[src/sv/tepr_pkg.sv]
// Shared types and codes for the TCP endpoint rewrite table.
// Used by every module of the block; depends on nothing.
package tepr_pkg;

  // Action codes of an input item
  localparam logic [1:0] ACT_INSERT   = 2'd0;
  localparam logic [1:0] ACT_INCOMING = 2'd1;
  localparam logic [1:0] ACT_OUTGOING = 2'd2;

  // Verdict codes of a result item
  localparam logic [2:0] V_PASS     = 3'd0;
  localparam logic [2:0] V_REWRITE  = 3'd1;
  localparam logic [2:0] V_DROP     = 3'd2;
  localparam logic [2:0] V_INSERTED = 3'd3;
  localparam logic [2:0] V_FULL     = 3'd4;

  // One endpoint: address over port, as kept in the stores
  localparam int EP_W = 48;

  typedef struct packed {
    logic [1:0]  action;
    logic [31:0] src_addr;
    logic [15:0] src_port;
    logic [31:0] dst_addr;
    logic [15:0] dst_port;
    logic        is_tcp;
    logic [15:0] ip_csum;
    logic [15:0] tcp_csum;
    logic [31:0] orig_addr;
    logic [15:0] orig_port;
    logic [31:0] repl_addr;
    logic [15:0] repl_port;
  } tepr_in_t;

  typedef struct packed {
    logic [2:0]  verdict;
    logic [31:0] out_src_addr;
    logic [15:0] out_src_port;
    logic [31:0] out_dst_addr;
    logic [15:0] out_dst_port;
    logic [15:0] out_ip_csum;
    logic [15:0] out_tcp_csum;
    logic [7:0]  entry_total;
  } tepr_out_t;

  // Handshake between the sequencer and the checksum unit
  typedef struct packed {
    logic        start;
    logic [15:0] ip_csum;
    logic [15:0] tcp_csum;
    logic [31:0] from_addr;
    logic [15:0] from_port;
    logic [31:0] to_addr;
    logic [15:0] to_port;
  } tepr_cs_req_t;

  typedef struct packed {
    logic        done;
    logic [15:0] ip_csum;
    logic [15:0] tcp_csum;
  } tepr_cs_rsp_t;

  typedef enum logic [1:0] {
    ST_IDLE,
    ST_SEARCH,
    ST_CSUM
  } tepr_state_t;

endpackage

[src/sv/tepr_csum.sv]
// Incremental checksum unit: one 16-bit word replacement per cycle,
// five steps (IP addr hi/lo, TCP addr hi/lo, TCP port). Uses tepr_pkg.
module tepr_csum (
  input  logic                   clk,
  input  logic                   rst_n,
  input  tepr_pkg::tepr_cs_req_t req,
  output tepr_pkg::tepr_cs_rsp_t rsp
);
  import tepr_pkg::*;

  localparam logic [2:0] LAST_STEP = 3'd4;

  logic        run_r, run_nxt;
  logic [2:0]  step_r, step_nxt;
  logic        done_r, done_nxt;
  logic [15:0] ip_r, ip_nxt;
  logic [15:0] tcp_r, tcp_nxt;
  logic [31:0] from_addr_r, to_addr_r;
  logic [15:0] from_port_r, to_port_r;
  logic [15:0] hc, word_a, word_b, swapped;
  logic [17:0] sum;
  logic [16:0] fold1;
  logic [15:0] fold2;

  // Pick the checksum and the word pair for this step
  always_comb begin
    case (step_r)
      3'd0: begin
        hc = ip_r;  word_a = from_addr_r[31:16]; word_b = to_addr_r[31:16];
      end
      3'd1: begin
        hc = ip_r;  word_a = from_addr_r[15:0];  word_b = to_addr_r[15:0];
      end
      3'd2: begin
        hc = tcp_r; word_a = from_addr_r[31:16]; word_b = to_addr_r[31:16];
      end
      3'd3: begin
        hc = tcp_r; word_a = from_addr_r[15:0];  word_b = to_addr_r[15:0];
      end
      default: begin
        hc = tcp_r; word_a = from_port_r;        word_b = to_port_r;
      end
    endcase
  end

  // HC' = ~(~HC + ~m + m') with end-around carry
  always_comb begin
    sum     = {2'b00, ~hc} + {2'b00, ~word_a} + {2'b00, word_b};
    fold1   = {1'b0, sum[15:0]} + {15'd0, sum[17:16]};
    fold2   = fold1[15:0] + {15'd0, fold1[16]};
    swapped = ~fold2;
  end

  // Step sequencing
  always_comb begin
    run_nxt  = run_r;
    step_nxt = step_r;
    done_nxt = 1'b0;
    ip_nxt   = ip_r;
    tcp_nxt  = tcp_r;
    if (req.start) begin
      run_nxt  = 1'b1;
      step_nxt = 3'd0;
      ip_nxt   = req.ip_csum;
      tcp_nxt  = req.tcp_csum;
    end else if (run_r) begin
      if (step_r < 3'd2) begin
        ip_nxt = swapped;
      end else begin
        tcp_nxt = swapped;
      end
      step_nxt = step_r + 3'd1;
      if (step_r == LAST_STEP) begin
        run_nxt  = 1'b0;
        done_nxt = 1'b1;
      end
    end
  end

  always_ff @(posedge clk) begin
    if (!rst_n) begin
      run_r  <= 1'b0;
      step_r <= 3'd0;
      done_r <= 1'b0;
    end else begin
      run_r  <= run_nxt;
      step_r <= step_nxt;
      done_r <= done_nxt;
    end
  end

  // Operands and running checksums
  always_ff @(posedge clk) begin
    ip_r  <= ip_nxt;
    tcp_r <= tcp_nxt;
    if (req.start) begin
      from_addr_r <= req.from_addr;
      from_port_r <= req.from_port;
      to_addr_r   <= req.to_addr;
      to_port_r   <= req.to_port;
    end
  end

  assign rsp.done     = done_r;
  assign rsp.ip_csum  = ip_r;
  assign rsp.tcp_csum = tcp_r;

endmodule

[config.mk]
export PLATFORM = sky130hd
export DESIGN_NAME = tepr_csum
export DESIGN_NICKNAME = d
export VERILOG_FILES = /design/src/sv/tepr_pkg.sv /design/src/sv/tepr_csum.sv
export SDC_FILE = /design/constraint.sdc
export NUM_CORES = 1
export LEC_CHECK = 0
export ABC_AREA = 1
export BUFFER_PORTS_ARGS = -buffer_cell sky130_fd_sc_hd__buf_2
export CORE_ASPECT_RATIO = 0.9
export CORE_MARGIN = 2
export CORE_UTILIZATION = 35
export CTS_BUF_LIST = sky130_fd_sc_hd__clkbuf_8
export DETAILED_ROUTE_END_ITERATION = 10
export PLACE_DENSITY = 0.54
export SETUP_SLACK_MARGIN = 0.5
export SYNTH_ARGS = -nofsm -noshare
export SYNTH_HDL_FRONTEND = slang
export SYNTH_SLANG_ARGS = --single-unit
[constraint.sdc]
create_clock -name clk -period 6 [get_ports clk]
set_input_delay 1.2 -clock clk [delete_from_list [all_inputs] [get_ports clk]]
set_output_delay 1.2 -clock clk [all_outputs]
set_load 0.02 [all_outputs]
==> metrics.txt, run 1 <==
final setup TNS -2.75 ns; H-tree depth 4; Area Growth Syn to Fin 42.6%; Synth warnings 0; non-filler cells, final roughly 1300; CTS tree done; Max-Cap Viols 0; Mapped Cells ~760; Vias 6167; placed inst area 9360 sq um; post-synthesis cell type count 37; run status complete, but fails checks; Slew @ Worst Pin 0.705 ns; unrepaired setup endpoints after global routing true; Detailed Place HPWL between 15 and 20 mm; PortBufs around 160; final worst setup slack -0.240 ns; Post-synth EDFFs around 130; PwrDens about 650 nW/um^2; drt pass-1 iters 6; CP max-delay cell fa_1; CP Data Arrival Time between 6 and 7 ns; ANT nets after route 0; Critical Path End Type flop; Synth Register Bits approximately 130; Overall Global Routing Usage about a fifth; initial antenna violation count 0; wl on met1 roughly 8.9 mm; Synth Flop Type edfxtp_1; Setup Viol. Count Final 20; r2r worst-path depth 41; Num CTS Buffers 17; vias in the first global route 6076; num rows 50; average vias per placed instance around 4.6; Final Hold Viols 0; Max Used Layer met4; final clock skew 0.00868 ns; Filler cells roughly 1900; die outline height between 100 and 150 microns; Critical Path RT a little over 6 ns; Total Wirelength roughly 20 mm; first-pass GRT wire length around 31 mm; drt first-iter violations 290; grt total ovfl 0; Yosys top cell area share roughly 52%; # hold bufs at CTS 0; sequential element share of the synthesized area between 50% and 60%; min Tclk post-route ~6.2 ns; FF/Latch Area around 4000 sq um; I/O pin cnt 164; multi-input logic area around 3600 sq um; dpl cells 1267; metal2 WL just over 10 mm; routability cong. 0.869; final instance area around 10000 sq um; Slew Viols, Final 0; maximum clock rate ~160 MHz; Worst Hold Class flop to flop; most frequent cell after synthesis nand2_1; synth top area cells edfxtp_1 (52%), nand2_1 (13%), fa_1 (4.9%); Static Leak about 4.8 nW; startpoint types flop; CP max stage delay about 0.48 ns; Crit Path Class flop to flop; WHS Path Cells 2; largest net degree at the start of global routing between 50 and 60; clk slew on worst S/H paths approximately 0.080 ns; area leader, netlist edfxtp_1; most used cell, CP nor2_4; Mapped Area between 7000 and 8000 sq um; Avg Inst Size Synth 9.71 sq um; worst path bufs/invs 4; relative slew slack a little over half; ys async rst share 0%; Worst VDD drop about 0.3 mV; clock root buffer clkbuf_8; layout cell share with drive strength beyond 1 between 40 and 50%; Final Util 50.6%; DRC viols 0; # diodes 0; starting density of the core between 30% and 40%; synth cell count leaders nand2_1 (262), edfxtp_1 (128), inv_1 (70), nand3_1 (61), nor2_1 (33); Total Power 0.00686 W; WL per Instance roughly 15 microns; Levels on crit path roughly 40; nets between 1000 and 1500; CP delay by family, top simple AND/OR/NAND/NOR gates; Mapped Nets 930; Die ar. between 20000 and 25000 sq um; width of the die approximately 160 microns; clk sinks roughly 130; core footprint 20700 sq um; CP max FO 18; fin crit share 104%; Worst-Skew Late Latency approximately 0.45 ns; CTS Buffer Depth 2; violated checks negative setup slack; Met3 Wirelength ~890 microns
cells in the final DEF (no fill, tap or decap), types with 4 or more instances in the layout:
master | netlist | routed
nand2_1 | 262 | 248
buf_2 | 1 | 162
edfxtp_1 | 128 | 128
buf_4 | 1 | 105
inv_1 | 70 | 55
nand3_1 | 61 | 45
nor2_1 | 33 | 26
nand3_2 | 9 | 23
inv_2 | 9 | 21
nand2_2 | 11 | 21
clkbuf_8 | 0 | 17
a22o_1 | 16 | 16
a21oi_1 | 32 | 16
fa_1 | 18 | 15
ha_4 | 0 | 15
nor2_4 | 7 | 13
a21oi_2 | 0 | 13
buf_6 | 0 | 9
mux2i_1 | 8 | 8
nand2_4 | 2 | 6
nor2_2 | 5 | 6
o21ai_1 | 2 | 6
buf_12 | 0 | 6
o21ai_2 | 2 | 5
o21ai_0 | 13 | 5
ha_1 | 24 | 5
ha_2 | 0 | 4
inv_6 | 0 | 4
layout make-up:
class                           count  share of cell area, %
Timing Repair Buffer              285                   18.1
Multi-Input combinational cell    527                   34.0
Inverter                           80                   2.94
Sequential cell                   133                   37.7
Clock inverter                     15                   1.62
Tap cell                          286                   3.41
Clock buffer                       17                   2.23
sequential cells by signal (all words and copies together) (netlist names):
| name | cells |
|---|---|
| done_r | 1 |
| from_addr_r | 32 |
| from_port_r | 16 |
| ip_r | 16 |
| run_r | 1 |
| step_r | 3 |
| tcp_r | 16 |
| to_addr_r | 32 |
| to_port_r | 16 |
layer usage:
layer,vias to the layer above,global-route usage [%]
met5,-,0
met4,0,5.17
met3,20,3.79
met2,147,32.4
met1,2894,24.0
li1,3106,-
worst register-to-register path: cells and delay by family, from the launching register on:
family	cells	cell delay [ns]
simple gates	23	2.46
flops	1	0.37
buf+inv	4	0.47
compound gates	5	0.71
xor+xnor	1	0.17
fa+ha+maj	8	1.80
cell families after synthesis:
group	synth area share, %
adders and majority gates	8.98
AOI/OAI and AO/OA	5.85
muxes	1.09
buffers and inverters	5.02
xor gates and xnor gates	0.715
and+or+nand+nor	24.7
DFF	53.6
stage by stage:
step | worst slack, ns | hold WS [ns]
after floorplan | 0.196 | 0.474
after global placement | -0.194 | 0.497
after detailed placement | -0.335 | 0.500
after CTS | -0.103 | 0.521
after global routing | -0.637 | 0.557
final | -0.240 | 0.515
path summary, 6_finish.rpt:
| check | slack [ns] | from | endpoint |
|---|---|---|---|
| setup / recovery | -0.24 | step_r[1]$_SDFFE_PP0P_ | tcp_r[14]$_DFFE_PP_ |
| hold / removal | 0.52 | step_r[0]$_SDFFE_PP0P_ | step_r[0]$_SDFFE_PP0P_ |
| setup reg to reg | -0.24 | step_r[1]$_SDFFE_PP0P_ | tcp_r[14]$_DFFE_PP_ |
| hold reg to reg | 0.52 | step_r[0]$_SDFFE_PP0P_ | step_r[0]$_SDFFE_PP0P_ |
report_power, final:
group | total (W) | leakage [nW] | switching, W | internal [W]
combinational | 0.00475 | 3.31 | 0.00282 | 0.00193
sequential | 0.00133 | 1.30 | 0.0000739 | 0.00126
clock | 0.000781 | 0.201 | 0.000400 | 0.000381
total | 0.00686 | 4.81 | 0.00330 | 0.00357
timing repair:
item,in CTS,in global routing
pin swaps,31,61
endpoints found under the setup margin,30,32
setup buffers,27,14
resized for setup,26,52
cloned,2,1
Power figures use the tool's default switching activity.
==> run 2: changes to the inputs <==
CTS_BUF_LIST = unset   (was sky130_fd_sc_hd__clkbuf_8)
==> metrics.txt, run 2 (synthesis gave the netlist of run 1 again) <==
die outline height around 140 microns; startpoint types flop; Setup Viol. Count Final 20; Worst Hold Class flop to flop; # diodes 0; first-pass GRT wire length ~32 mm; final clock skew 0.0140 ns; Critical path origin step_r[1]$_SDFFE_PP0P_; Vias approximately 6200; hold path startpoint step_r[0]$_SDFFE_PP0P_; CTS tree done; nets between 1000 and 1500; H-tree depth 4; Overall Global Routing Usage about a fifth; WL per Instance between 15 and 20 microns; Max-Cap Viols 0; maximum clock rate between 150 and 200 MHz; clk slew on worst S/H paths about 0.060 ns; relative slew slack 52.5%; Slew Viols, Final 0; PortBufs ~160; drt first-iter violations 290; Final Hold Viols 0; Critical Path End Type flop; CP max FO 5; most common cell after layout, fill and taps aside nand2_1; CP delay by family, top simple AND/OR/NAND/NOR gates; initial antenna violation count 0; PwrDens roughly 670 nW/um^2; Static Leak between 4 and 5 nW; CP max-delay cell fa_1; Crit Path Class flop to flop; Clock Power Share between 10% and 20%; grt total ovfl 0; DRC viols 0; Area Growth Syn to Fin 44.9%; layout cell share with drive strength beyond 1 43.4%; met1 Use GR 24.3%; Sw Share a little under half; grt met2 use about 33%; vias in the first global route slightly above 6000; clk sinks ~130; run status complete, but fails checks; ANT nets after route 0; unrepaired setup endpoints after global routing true; most used cell, CP nor2_4; busiest grt layer met2; non-filler cells, final about 1300; Num CTS Buffers 17; num rows 50; register share of total power a little under a fifth; highest-count cells in the layout ignoring fill and taps nand2_1 (249), buf_2 (162), edfxtp_1 (128); final worst setup slack -0.251 ns; width of the die roughly 160 microns; Worst VDD drop ~0.27 mV; Critical Path RT between 6 and 7 ns; core footprint 20700 sq um; dpl cells between 1000 and 1500; CP Data Arrival Time 6.44 ns; violated checks negative setup slack; combinational cell fraction of total power between 60% and 70%; Worst-Skew Late Latency around 0.43 ns; Detailed Place HPWL between 15 and 20 mm; min Tclk post-route approximately 6.3 ns; largest net degree at the start of global routing 57; I/O pin cnt roughly 160; top flop regs from_addr_r (32), to_addr_r (32); worst path bufs/invs 6; Pint between 0.003 and 0.004 W; fin crit share 104%; average vias per placed instance approximately 4.6; # hold bufs at CTS 0; clock root buffer clkbuf_16; RR Startpoint step_r[1]$_SDFFE_PP0P_; starting density of the core ~36%; P_sw 0.00334 W; CTS Buffer Depth 2; Die ar. approximately 22000 sq um; CP max stage delay roughly 0.54 ns; routability cong. ~0.87; Total Wirelength approximately 20 mm; final setup TNS -3.07 ns; Slew @ Worst Pin just over 0.7 ns; drt pass-1 iters 6; pre-CTS setup slack -0.335 ns; GR Util met3 a little under 4%
## run 2: power by group through the flow
| stage | logic, W | clock network (W) | registers (W) |
|---|---|---|---|
| 4_1_cts | 0.00440 | 0.00108 | 0.00134 |
| 5_1_grt | 0.00530 | 0.00112 | 0.00136 |
| 3_5_place_dp | 0.00426 | 0 | 0.00136 |
| 2_1_floorplan | 0.00276 | 0 | 0.00149 |
| 6_report | 0.00475 | 0.00106 | 0.00134 |
| 3_3_place_gp | 0.00425 | 0 | 0.00136 |
## run 2: per-layer routing
metal / part of all wire [%] / routed length [microns]
met1: 44 / 8990
met3: 4.5 / 930
met5: 0 / 0
met4: 1.6 / 331
met2: 50 / 10200
## run 2: final timing paths
check	slack [ns]	depth (start not counted)	endpoint
hold / removal	0.51	2	step_r[0]$_SDFFE_PP0P_
setup reg to reg	-0.25	44	tcp_r[14]$_DFFE_PP_
setup / recovery	-0.25	44	tcp_r[14]$_DFFE_PP_
hold reg to reg	0.51	2	step_r[0]$_SDFFE_PP0P_
## run 2: metrics by stage
| stage | utilization (%) | cell area [sq um] | hold WS (ns) | total power [W] |
|---|---|---|---|---|
| floorplan | - | 7670 | 0.474 | 0.00425 |
| global placement | 45.2 | 9360 | 0.497 | 0.00560 |
| detailed placement | 45.2 | 9360 | 0.500 | 0.00561 |
| CTS | 50.0 | 10400 | 0.518 | 0.00682 |
| global route | 51.5 | 10700 | 0.562 | 0.00777 |
| finish | 51.5 | 10700 | 0.513 | 0.00715 |
## run 2: worst min-delay path, cell delays in order (launching register included)
cell and delay, ns:
dfxtp_4 0.36, nand2_1 0.06, a21oi_1 0.05
## run 2: timing repair
item                       CTS  global route
pin swaps                   31            47
buffers inserted            29            12
setup endpoints to repair   30            32
gates resized for setup     27            41
cloned                       2             1
## run 2: final cells by class
| class | instances | area (sq um) |
|---|---|---|
| Tap cell | 286 | 358 |
| Timing Repair Buffer | 285 | 1910 |
| Multi-Input combinational cell | 527 | 3530 |
| Clock buffer | 17 | 425 |
| Inverter | 80 | 308 |
| Sequential cell | 133 | 3950 |
| Clock inverter | 15 | 170 |
| Fill cell | 1893 | 10000 |
